$ cat src/design/scs_pkg.sv
// Shared types, command codes and controller/datapath interface for the channel sequencer.
package scs_pkg;

    localparam int unsigned CMD_W  = 2;
    localparam int unsigned RAND_W = 15;
    localparam int unsigned CHAN_W = 5;
    localparam int unsigned SIZE_W = 5;

    localparam logic [SIZE_W-1:0] SIZE_RESET = 5'd16;

    localparam logic [CMD_W-1:0] CMD_START   = 2'd0;
    localparam logic [CMD_W-1:0] CMD_SWAP    = 2'd1;
    localparam logic [CMD_W-1:0] CMD_TRIGGER = 2'd2;

    typedef struct packed {
        logic [CMD_W-1:0]  cmd;
        logic [RAND_W-1:0] random_word;
    } t_in_item;

    typedef struct packed {
        logic              fire;
        logic [CHAN_W-1:0] channel;
        logic              shuffle_busy;
    } t_out_item;

    typedef enum logic [3:0] {
        S_IDLE,
        S_START,
        S_MUL,
        S_SUB,
        S_RDR,
        S_WRA,
        S_WRR,
        S_TRIG,
        S_PLAY,
        S_DONE
    } t_state;

    typedef struct packed {
        logic accept;
        logic start;
        logic mul;
        logic sub;
        logic rd_a;
        logic rd_r;
        logic wr_a;
        logic wr_r;
        logic trig_arm;
        logic rd_play;
        logic play_fire;
        logic load_out;
    } t_ctrl_cmd;

    typedef struct packed {
        logic swap_active;
        logic parity;
    } t_dp_status;

endpackage

$ cat src/design/scs_ram.sv
// Generic single-write, single-read RAM with registered read data.
module scs_ram #(
    parameter int unsigned WIDTH = 8,
    parameter int unsigned DEPTH = 16
) (
    input  logic                     i_clk,
    input  logic                     i_we,
    input  logic [$clog2(DEPTH)-1:0] i_waddr,
    input  logic [WIDTH-1:0]         i_wdata,
    input  logic                     i_re,
    input  logic [$clog2(DEPTH)-1:0] i_raddr,
    output logic [WIDTH-1:0]         o_rdata
);

    logic [WIDTH-1:0] r_mem [DEPTH];
    logic [WIDTH-1:0] r_rdata;

    always_ff @(posedge i_clk) begin
        if (i_we) begin
            r_mem[i_waddr] <= i_wdata;
        end
        if (i_re) begin
            r_rdata <= r_mem[i_raddr];
        end
    end

    assign o_rdata = r_rdata;

endmodule

$ cat src/design/scs_ctrl.sv
// Sequencer controller: state machine and output valid flag.
module scs_ctrl
    import scs_pkg::*;
(
    input  logic             i_clk,
    input  logic             i_rst_n,
    input  logic             i_in_valid,
    input  logic [CMD_W-1:0] i_in_cmd,
    input  logic             i_out_stall,
    input  t_dp_status       i_status,
    output t_ctrl_cmd        o_cmd,
    output logic             o_in_stall,
    output logic             o_out_valid
);

    t_state r_state;
    t_state n_state;
    logic   r_out_valid;
    logic   n_out_valid;

    always_ff @(posedge i_clk) begin
        if (!i_rst_n) begin
            r_state     <= S_IDLE;
            r_out_valid <= 1'b0;
        end else begin
            r_state     <= n_state;
            r_out_valid <= n_out_valid;
        end
    end

    // next state
    always_comb begin
        n_state = r_state;
        case (r_state)
            S_IDLE: begin
                if (i_in_valid) begin
                    case (i_in_cmd)
                        CMD_START:   n_state = S_START;
                        CMD_SWAP:    n_state = i_status.swap_active ? S_MUL : S_DONE;
                        CMD_TRIGGER: n_state = S_TRIG;
                        default:     n_state = S_DONE;
                    endcase
                end
            end
            S_START: n_state = S_DONE;
            S_MUL:   n_state = S_SUB;
            S_SUB:   n_state = S_RDR;
            S_RDR:   n_state = S_WRA;
            S_WRA:   n_state = S_WRR;
            S_WRR:   n_state = S_DONE;
            S_TRIG:  n_state = i_status.parity ? S_PLAY : S_DONE;
            S_PLAY:  n_state = S_DONE;
            S_DONE: begin
                if (!r_out_valid || !i_out_stall) begin
                    n_state = S_IDLE;
                end
            end
            default: n_state = S_IDLE;
        endcase
    end

    // outputs
    always_comb begin
        o_cmd = '0;
        case (r_state)
            S_IDLE:  o_cmd.accept    = i_in_valid;
            S_START: o_cmd.start     = 1'b1;
            S_MUL:   o_cmd.mul       = 1'b1;
            S_SUB: begin
                o_cmd.sub  = 1'b1;
                o_cmd.rd_a = 1'b1;
            end
            S_RDR:   o_cmd.rd_r      = 1'b1;
            S_WRA:   o_cmd.wr_a      = 1'b1;
            S_WRR:   o_cmd.wr_r      = 1'b1;
            S_TRIG: begin
                o_cmd.trig_arm = !i_status.parity;
                o_cmd.rd_play  = i_status.parity;
            end
            S_PLAY:  o_cmd.play_fire = 1'b1;
            S_DONE:  o_cmd.load_out  = !r_out_valid || !i_out_stall;
            default: o_cmd = '0;
        endcase
    end

    always_comb begin
        if (o_cmd.load_out) begin
            n_out_valid = 1'b1;
        end else if (r_out_valid && !i_out_stall) begin
            n_out_valid = 1'b0;
        end else begin
            n_out_valid = r_out_valid;
        end
    end

    assign o_in_stall  = (r_state != S_IDLE);
    assign o_out_valid = r_out_valid;

    a_mul_only_when_active: assert property (@(posedge i_clk) disable iff (!i_rst_n)
        (r_state == S_MUL) |-> i_status.swap_active)
        else $error("swap arithmetic started with no swap pending");

    a_play_needs_parity: assert property (@(posedge i_clk) disable iff (!i_rst_n)
        (r_state == S_PLAY) |-> i_status.parity)
        else $error("channel fired on an even pulse");

    a_valid_from_done: assert property (@(posedge i_clk) disable iff (!i_rst_n)
        $rose(r_out_valid) |-> ($past(r_state) == S_DONE))
        else $error("result presented outside the completion state");

endmodule

$ cat src/design/scs_dp.sv
// Sequencer datapath: order table, swap arithmetic, play state and result register.
module scs_dp
    import scs_pkg::*;
#(
    parameter int unsigned TABLE_DEPTH = 16
) (
    input  logic              i_clk,
    input  logic              i_rst_n,
    input  t_in_item          i_in,
    input  logic              i_cfg_we,
    input  logic [SIZE_W-1:0] i_cfg_wdata,
    input  t_ctrl_cmd         i_cmd,
    output t_dp_status        o_status,
    output t_out_item         o_out
);

    localparam int unsigned IW    = $clog2(TABLE_DEPTH);
    localparam int unsigned EW    = $clog2(TABLE_DEPTH + 1);
    localparam int unsigned DW    = IW + 1;
    localparam int unsigned SHIFT = RAND_W + IW;
    localparam int unsigned MW    = SHIFT + 1;
    localparam int unsigned PW    = RAND_W + MW;
    localparam int unsigned QW    = RAND_W + DW;
    localparam int unsigned CW    = (IW + 1 > SIZE_W) ? IW + 1 : SIZE_W;

    // ceil(2^SHIFT / (a+1)) for every swap index a: exact quotient for 15-bit words
    logic [MW-1:0] c_recip [TABLE_DEPTH];

    for (genvar g = 0; g < TABLE_DEPTH; g++) begin : g_recip
        localparam longint unsigned RC =
            ((longint'(1) << SHIFT) + longint'(g)) / longint'(g + 1);
        assign c_recip[g] = MW'(RC);
    end

    logic [SIZE_W-1:0]      r_size;
    logic [IW-1:0]          r_swap_index;
    logic [IW-1:0]          n_swap_index;
    logic [IW-1:0]          r_play_ptr;
    logic                   r_parity;
    logic [TABLE_DEPTH-1:0] r_valid;
    logic                   r_rd_valid;

    logic [RAND_W-1:0]      r_rnd;
    logic [RAND_W-1:0]      r_quot;
    logic [IW-1:0]          r_slot;
    logic [IW-1:0]          r_rd_addr;
    logic [EW-1:0]          r_val_a;
    logic                   r_fire;
    logic [EW-1:0]          r_chan;
    t_out_item              r_out;

    logic [PW-1:0]          prod;
    logic [DW-1:0]          divisor;
    logic [QW-1:0]          qd;
    logic [RAND_W-1:0]      rem;
    logic [CW-1:0]          size_ext;
    logic [CW-1:0]          size_sat;

    logic                   ram_we;
    logic [IW-1:0]          ram_waddr;
    logic [EW-1:0]          ram_wdata;
    logic                   ram_re;
    logic [IW-1:0]          ram_raddr;
    logic [EW-1:0]          ram_rdata;
    logic [EW-1:0]          rd_data;

    assign prod    = PW'(r_rnd) * PW'(c_recip[r_swap_index]);
    assign divisor = DW'(r_swap_index) + DW'(1);
    assign qd      = QW'(r_quot) * QW'(divisor);
    assign rem     = r_rnd - qd[RAND_W-1:0];

    assign size_ext = CW'(r_size);
    assign size_sat = (size_ext > CW'(TABLE_DEPTH)) ? CW'(TABLE_DEPTH) : size_ext;

    always_comb begin
        n_swap_index = r_swap_index;
        if (i_cmd.start) begin
            n_swap_index = (size_sat == '0) ? '0 : IW'(size_sat - CW'(1));
        end else if (i_cmd.wr_r) begin
            n_swap_index = r_swap_index - IW'(1);
        end
    end

    // entries never written since reset or start read as the identity
    assign rd_data = r_rd_valid ? ram_rdata : (EW'(r_rd_addr) + EW'(1));

    always_comb begin
        ram_re    = i_cmd.rd_a || i_cmd.rd_r || i_cmd.rd_play;
        ram_raddr = r_play_ptr;
        if (i_cmd.rd_a) begin
            ram_raddr = r_swap_index;
        end else if (i_cmd.rd_r) begin
            ram_raddr = r_slot;
        end
        ram_we    = i_cmd.wr_a || i_cmd.wr_r;
        ram_waddr = i_cmd.wr_a ? r_swap_index : r_slot;
        ram_wdata = i_cmd.wr_a ? rd_data : r_val_a;
    end

    scs_ram #(
        .WIDTH (EW),
        .DEPTH (TABLE_DEPTH)
    ) u_table (
        .i_clk   (i_clk),
        .i_we    (ram_we),
        .i_waddr (ram_waddr),
        .i_wdata (ram_wdata),
        .i_re    (ram_re),
        .i_raddr (ram_raddr),
        .o_rdata (ram_rdata)
    );

    always_ff @(posedge i_clk) begin
        if (!i_rst_n) begin
            r_size       <= SIZE_RESET;
            r_swap_index <= '0;
            r_play_ptr   <= '0;
            r_parity     <= 1'b0;
            r_valid      <= '0;
        end else begin
            if (i_cfg_we) begin
                r_size <= i_cfg_wdata;
            end
            r_swap_index <= n_swap_index;
            if (i_cmd.start) begin
                r_valid <= '0;
            end else if (ram_we) begin
                r_valid[ram_waddr] <= 1'b1;
            end
            if (i_cmd.trig_arm) begin
                r_parity <= 1'b1;
            end else if (i_cmd.play_fire) begin
                r_parity <= 1'b0;
                if (r_play_ptr == IW'(TABLE_DEPTH - 1)) begin
                    r_play_ptr <= '0;
                end else begin
                    r_play_ptr <= r_play_ptr + IW'(1);
                end
            end
        end
    end

    always_ff @(posedge i_clk) begin
        if (i_cmd.accept) begin
            r_rnd  <= i_in.random_word;
            r_fire <= 1'b0;
            r_chan <= '0;
        end
        if (i_cmd.mul) begin
            r_quot <= prod[SHIFT +: RAND_W];
        end
        if (i_cmd.sub) begin
            r_slot <= rem[IW-1:0];
        end
        if (ram_re) begin
            r_rd_addr  <= ram_raddr;
            r_rd_valid <= r_valid[ram_raddr];
        end
        if (i_cmd.rd_r) begin
            r_val_a <= rd_data;
        end
        if (i_cmd.play_fire) begin
            r_fire <= 1'b1;
            r_chan <= rd_data;
        end
        if (i_cmd.load_out) begin
            r_out.fire         <= r_fire;
            r_out.channel      <= CHAN_W'(r_chan);
            r_out.shuffle_busy <= (r_swap_index != '0);
        end
    end

    assign o_status.swap_active = (r_swap_index != '0);
    assign o_status.parity      = r_parity;
    assign o_out                = r_out;

    a_slot_in_range: assert property (@(posedge i_clk) disable iff (!i_rst_n)
        i_cmd.rd_r |-> (r_slot <= r_swap_index))
        else $error("swap slot beyond the swap index");

    a_index_steps_down: assert property (@(posedge i_clk) disable iff (!i_rst_n)
        i_cmd.wr_r |=> (r_swap_index == $past(r_swap_index) - IW'(1)))
        else $error("swap index did not count down after a swap");

endmodule

$ cat src/design/shuffled_channel_sequencer_core.sv
// Shuffled channel sequencer top level: controller, datapath and ports.
// Steps from accept to result: start sets the swap index; a swap step walks multiply,
// remainder and read, read, write, write (none when no swap is pending); a trigger
// arms, or reads and fires; other codes complete at once. The next transaction is
// accepted the cycle after a result is loaded into the output register, one at a time;
// a swap step holds the reciprocal and remainder multiplies and four table accesses.
// Reset (synchronous, active low) clears control, sets shuffle_size to 16 and marks every
// table entry unwritten so it reads as its identity value; no clearing pass is needed.
module shuffled_channel_sequencer_core
    import scs_pkg::*;
#(
    parameter int unsigned TABLE_DEPTH = 16
) (
    input  logic              i_clk,
    input  logic              i_rst_n,
    // input channel
    input  logic              i_in_valid,
    output logic              o_in_stall,
    input  t_in_item          i_in,
    // result channel
    output logic              o_out_valid,
    input  logic              i_out_stall,
    output t_out_item         o_out,
    // shuffle_size register
    input  logic              i_cfg_we,
    input  logic [SIZE_W-1:0] i_cfg_wdata
);

    // Command and status between the state machine and the datapath.
    t_ctrl_cmd  ctrl_cmd;
    t_dp_status dp_status;

    // The controller sequences one transaction at a time: accept in idle, walk the
    // multiply, remainder-and-read, read, write, write steps for a swap, a read for a
    // firing trigger, then hold in the completion state until the output register
    // is free.
    scs_ctrl u_ctrl (
        .i_clk       (i_clk),
        .i_rst_n     (i_rst_n),
        .i_in_valid  (i_in_valid),
        .i_in_cmd    (i_in.cmd),
        .i_out_stall (i_out_stall),
        .i_status    (dp_status),
        .o_cmd       (ctrl_cmd),
        .o_in_stall  (o_in_stall),
        .o_out_valid (o_out_valid)
    );

    // The datapath owns the order table RAM, the swap index, the play pointer, the pulse
    // parity and result register; it acts on controller commands and shuffle_size writes.
    scs_dp #(
        .TABLE_DEPTH (TABLE_DEPTH)
    ) u_dp (
        .i_clk       (i_clk),
        .i_rst_n     (i_rst_n),
        .i_in        (i_in),
        .i_cfg_we    (i_cfg_we),
        .i_cfg_wdata (i_cfg_wdata),
        .i_cmd       (ctrl_cmd),
        .o_status    (dp_status),
        .o_out       (o_out)
    );

endmodule
$ cat config.mk
export PLATFORM = sky130hd
export DESIGN_NAME = shuffled_channel_sequencer_core
export DESIGN_NICKNAME = d
export VERILOG_FILES = /design/src/design/scs_pkg.sv /design/src/design/scs_ram.sv /design/src/design/scs_ctrl.sv /design/src/design/scs_dp.sv /design/src/design/shuffled_channel_sequencer_core.sv
export SDC_FILE = /design/constraint.sdc
export NUM_CORES = 1
export LEC_CHECK = 0
export BUFFER_PORTS_ARGS = -buffer_cell sky130_fd_sc_hd__buf_4
export CAP_MARGIN = 20
export CORE_MARGIN = 4
export CORE_UTILIZATION = 30
export DETAILED_ROUTE_END_ITERATION = 8
export PLACE_DENSITY = 0.49
export SYNTH_ARGS = -nofsm -noshare
export SYNTH_HDL_FRONTEND = slang
export SYNTH_SLANG_ARGS = --single-unit
$ cat constraint.sdc
create_clock -name i_clk -period 7.2 [get_ports i_clk]
set_input_delay 0.72 -clock i_clk [delete_from_list [all_inputs] [get_ports i_clk]]
set_output_delay 0.72 -clock i_clk [all_outputs]
set_load 0.02 [all_outputs]
Word-level counts from Yosys, hierarchy flattened --
Memory sizes are Yosys's and may differ from the RTL's. A register that Yosys moved wholly into a read port is not among the register bits. Index checks and enable logic that the tools add are counted.
Word-level totals: register bits after elaboration 92, memory bits (writable) 80, memory bits (read-only) 320, bits of input ports 27, word-level logic and storage cells 113, memories 2
Operators by class: add/subtract/negate cells 6, $mul 2, order comparisons 5, equality and inequality tests 14, mux-type cells 40, bitwise gates (word level) 4, reduce and logical (&&, ||, !) cells 22
Memories:
- (no name shown) | depth 16, width 20, rd ports 1, clocked after memory_dff 0, write ports 0, line scs_dp.sv:67 | assign prod = PW'(r_rnd) * PW'(c_recip[r_swap_index]);
- u_dp.u_table.r_mem | depth 16, width 5, rd ports 1, clocked after memory_dff 1, write ports 1, line scs_ram.sv:15 | logic [WIDTH-1:0] r_mem [DEPTH];
Operator list (count):
- $mux W20 | 2
- $mux W4 | 10
- $mul A15 B20 Y34 | 1
- $pmux W4 S8 | 1
- $mux W5 | 5
- $mux W1 | 17
- $eq A4 B3 Y1 const B | 4
- $or A16 B16 Y16 | 1
- $mul A15 B5 Y4 | 1
- $eq A4 B4 Y1 const B | 3
- $pmux W4 S3 | 1
- $add A4 B1 Y5 const B | 2
- $lt A4 B5 Y1 const B | 2
- $eq A4 B2 Y1 const B | 2
- $reduce_bool A2 Y1 | 4
- $reduce_bool A4 Y1 | 2
- $sub A4 B1 Y4 const B | 2
- $ge A5 B5 Y1 const B | 1
- $gt A5 B5 Y1 const B | 1
- $logic_not A5 Y1 | 1
- $not A4 Y5 | 1
- $add A4 B1 Y4 const B | 1
- $bmux W1 S4 | 1
- $demux W1 S4 | 1
- other kinds (17) | 26

Logic depth before layout (Yosys ltp) --
word-level depth 8, depth in mapped cells 28, gate-level depth less buffers 27

Modules after synthesis --
Synthesis repeated with hierarchy kept, for this count alone.
Second synthesis, totals: cell total of the unflattened synthesis 1332, area, all modules 14226.1 um^2
By module, submodules not included:
- scs_dp | times used 1, cells an instance 1116, area each 10503.8 um^2, sequential area each 1971.9 um^2
- scs_ram | times used 1, cells an instance 155, area each 3263.1 um^2, sequential area each 2552.4 um^2
- scs_ctrl | times used 1, cells an instance 61, area each 459.2 um^2, sequential area each 100.1 um^2

Worst setup path after synthesis --
OpenSTA, ideal clock, no wires.
path type register to register, start register u_dp.r_swap_index[1], end register u_dp.r_quot[2], data pin, library setup time 0.259 ns, arrival time 6.501 ns, slack 0.440 ns, stages on the path, launching flop included 27, cell sequence dfxtp_1 > inv_1 > ha_1 > clkbuf_1 > and2_1 > a211o_1 > clkbuf_1 > and2_1 > and2_1 > fa_1 > inv_1 > fa_1 > inv_1 > fa_1 > fa_1 > fa_1 > inv_1 > fa_1 > inv_1 > ha_1 > a21o_1 > a21o_1 > a21o_1 > a31oi_1 > a21boi_0 > o21a_1 > o31a_1
On the way: cells in the longest elaborated chain, start to end 5
RTL lines:
- start: declaration | line scs_dp.sv:36 | logic [IW-1:0] r_swap_index;
- start signal: assignment | line scs_dp.sv:124 | r_swap_index <= n_swap_index;
- $not A4 Y5 (implied by the code) | line scs_dp.sv:67
- $mem_v2 Z16 W20
- $mux W20 (implied by the code) (2 in a row) | line scs_dp.sv:67
- $mul A15 B20 Y34 | line scs_dp.sv:67
- via u_dp.prod[21] | line scs_dp.sv:52 | logic [PW-1:0] prod;
- end signal: assignment | line scs_dp.sv:150 | r_quot <= prod[SHIFT +: RAND_W];
- end: declaration | line scs_dp.sv:44 | logic [RAND_W-1:0] r_quot;
The timed path passes the listed nets, and every way through them passes these cells. The select of a mux whose other input is x is not followed. A chain may end at the register's enable or synchronous reset.

Worst setup path in the final report --
Same ends and word-level chain as after synthesis.

==> results.py <==
metrics = {
    "run_status": {
        "status": "completed",
    },
    "worst_hold_path": {
        "hold_class": "reg2reg",
        "hold_depth": 0,
    },
    "critical_path": {
        "cpMostUsedCell": "fa_1",
        "critPathArrivalTime_ns": 7.08,
        "critPathKind": "reg2reg",
        "max_stage_delay_ns": 0.56,
        "r2r_cells": 24,
        "regToRegSetupSlack_ns": 0.30,
        "startpoint": "u_dp.r_swap_index[1]",
        "worst-path-stages": 24,
        "reg2reg_to": "u_dp.r_quot[2]",
        "crit_path_end": "u_dp.r_quot[2]",
        "critPathMaxFanout": 12,
        "cp_top_family": "adder cells",
        "r2r_start": "u_dp.r_swap_index[1]",
        "crit_chain": "inv_1 -> ha_1 -> and2_1 -> a211o_1 -> buf_4 -> and3_1 -> fa_1 -> inv_1 -> fa_1 -> inv_1 -> fa_1 -> fa_1 -> fa_1 -> inv_1 -> fa_1 -> inv_1 -> ha_1 -> a21o_1 -> a21o_1 -> a21o_1 -> a31oi_1 -> a21boi_0 -> o21a_1 -> o31a_1",
        "crit_required_ns": 7.38,
        "critical_path_buf_inv_count": 6,
        "start_kind": "register",
        "cpMaxStageDelayCell": "fa_1",
        "endpoint_kind": "register",
    },
    "cts": {
        "cts_buffers": 17,
        "cts.path.max_buffers": 2,
        "htree_levels": 4,
        "cts.clk_slew.worst_paths_ns": 0.07,
        "clkLatencyLatePin_ns": 0.44,
        "cts_tree": "built",
        "root_buffer": "clkbuf_16",
        "cts_sinks": 166,
    },
    "place": {
        "place.gp.congestion": 0.8039,
        "placed_area_sq_um": 15290,
        "place.port_buffers": 35,
        "dpl.hpwl_um": 26860,
        "dp.cells": 1979,
        "post-place-ws_ns": 0.1485,
    },
    "logic_synthesis": {
        "yosys-top-cells-area": "edfxtp_1, fa_1, inv_1, ha_1, and2_1",
        "yosysMostFrequentCell": "inv_1",
        "synth.avg_cell_area_sq_um": 10.50,
        "ys_types": 65,
        "ys_ff_latch": 166,
        "synth_cells": 1352,
        "yosys_warnings": 0,
        "synth_fp_nets": 1619,
        "seq_area_frac_synth_pct": 32.58,
        "synth_edf_count": 130,
        "synth_commonest_cells": "inv_1, fa_1, and2_1",
        "synth_top_area_share_pct": 27.50,
        "synth_top_area_cell": "edfxtp_1",
        "ys_async_sr_fraction_pct": 0,
        "synth_ff_type": "edfxtp_1",
        "netlist_area_sq_um": 14190,
    },
    "drt": {
        "viasPerCell": 4.689,
        "wire_per_inst_um": 17.70,
        "drt_iter0_markers": 508,
        "detail_route.wirelength_um": 35590,
        "antenna_left": 0,
        "drcViolationCount": 0,
        "drtPass1Iterations": 4,
        "via_count": 9430,
    },
    "floorplanning": {
        "core_sq_um": 46650,
        "start_util_pct": 30.43,
        "io_pins": 36,
        "die_w_um": 225.5,
        "rows": 79,
        "die_h_um": 225.5,
        "die_area_sq_um": 50860,
    },
    "timing": {
        "rsz0062_at_grt": "yes",
        "max_slew_margin_pct": 34.36,
        "tightest_slew_ns": 0.9762,
        "hold_ws_ns": 0.4191,
        "setup_ws_ns": 0.3021,
        "setup_viol": 0,
        "clock_skew_ns": 0.01768,
        "timing.fmax_mhz": 145.0,
        "slew_violations": 0,
        "post-route-period-util_pct": 95.80,
        "final_hold_viol_count": 0,
        "min_period_ns": 6.898,
    },
    "final_layout": {
        "drive_above_1_share_pct": 10.68,
        "fin_area_sq_um": 15900,
        "nets": 1658,
        "area_growth_syn_to_layout_pct": 12.01,
        "final_cell_count_no_fill": 2011,
        "antenna_cells": 0,
    },
    "global_routing": {
        "grt_pass1_vias": 10109,
        "overflow": 0,
        "antenna_found_initial": 0,
        "grt_max_degree": 26,
        "track_usage_pct": 14.65,
        "grt_pass1_wl_um": 57580,
    },
    "job": {
        "drv_cap": 0,
    },
}
worst reg2reg max path, stage by stage, from the launching register on:
cell and delay (ns):
dfxtp_1 0.41, inv_1 0.16, ha_1 0.22, and2_1 0.18
a211o_1 0.38, buf_4 0.24, and3_1 0.21, fa_1 0.53
inv_1 0.05, fa_1 0.48, inv_1 0.06, fa_1 0.50
fa_1 0.52, fa_1 0.56, inv_1 0.06, fa_1 0.52
inv_1 0.04, ha_1 0.30, a21o_1 0.16, a21o_1 0.17
a21o_1 0.18, a31oi_1 0.20, a21boi_0 0.12, o21a_1 0.19
o31a_1 0.23
cell usage in the layout (no fill, tap or decap), types with 3 or more instances in the layout:
cell type and instances:
inv_1 232, fa_1 172, and2_1 133, edfxtp_1 130
nand2_1 119, nor2_1 90, buf_4 78, ha_1 68
dfxtp_1 36, a21oi_1 34, nand3_1 26, nor2b_1 26
xnor2_1 26, mux4_2 24, o21ai_0 23, and3_1 17
clkbuf_16 17, nand2b_1 15, a22oi_1 14, a21o_1 10
xor2_1 10, mux2i_1 10, nor3_1 9, nor3b_1 5
a21boi_0 5, clkinv_4 5, a31oi_1 4, o221ai_1 4
a211o_1 3, o22ai_1 3, inv_6 3
through the flow:
step | util, % | setup TNS (ns)
5_1_grt | 34.08 | -0.005842
3_5_place_dp | 32.77 | 0
6_report | 34.08 | 0
2_1_floorplan | - | 0
3_3_place_gp | 32.77 | 0
4_1_cts | 34.02 | 0
layer usage:
metal / share of wire, % / wire length [um] / track usage, %
met1: 48 / 17020 / 20.80
met2: 47 / 16630 / 23.76
met3: 3.7 / 1317 / 2.058
met4: 1.8 / 624 / 3.715
met5: 0 / 0 / 0
worst min-delay path by stage:
stage	start	endpoint	slack (ns)
final	u_dp.r_chan[1]	u_dp.o_out[2]	0.42
after global routing	i_in[3]	u_dp.r_rnd[3]	0.43
after CTS	i_in[3]	u_dp.r_rnd[3]	0.41
after detailed placement	u_dp.r_chan[1]	u_dp.o_out[2]	0.41
after global placement	u_dp.r_chan[0]	u_dp.o_out[1]	0.41
after floorplan	u_dp.r_chan[0]	u_dp.o_out[1]	0.40
cell type report:
cell class	instances	area, sq um
Clock inverter	13	137.6
Fill cell	4774	30750
Multi-Input combinational cell	894	8472
Sequential cell	166	4624
Inverter	234	878.3
Clock buffer	19	442.9
Timing Repair Buffer	78	585.6
Tap cell	607	759.5
registers in the layout, indices dropped and copies added, names as in the netlist, 5 cells and up:
name                  cells
u_dp.r_val_a              5
u_dp.o_out                7
u_dp.r_size               5
u_dp.u_table.o_rdata      5
u_dp.r_chan               5
u_dp.u_table.r_mem       80
u_dp.r_valid             16
u_dp.r_rnd               15
cell families (layout without fill, tap and decap cells):
family / after synthesis / after routing / synth area share (%)
and+or+nand+nor: 453 / 453 / 16.15
AOI/OAI and AO/OA: 128 / 128 / 5.950
muxes: 35 / 35 / 4.592
DFF: 166 / 166 / 32.58
adders and majority gates: 240 / 240 / 30.25
buffers and inverters: 292 / 344 / 7.942
xor gates and xnor gates: 38 / 38 / 2.539
what timing repair did:
item,4_1_cts,5_1_grt
gates resized for setup,0,9
buffers inserted,0,0
hold buffers,0,0
setup endpoints to repair,0,4
Power is not shown: default switching activity piles up to over one toggle a cycle in this logic, so the estimate is an artifact.
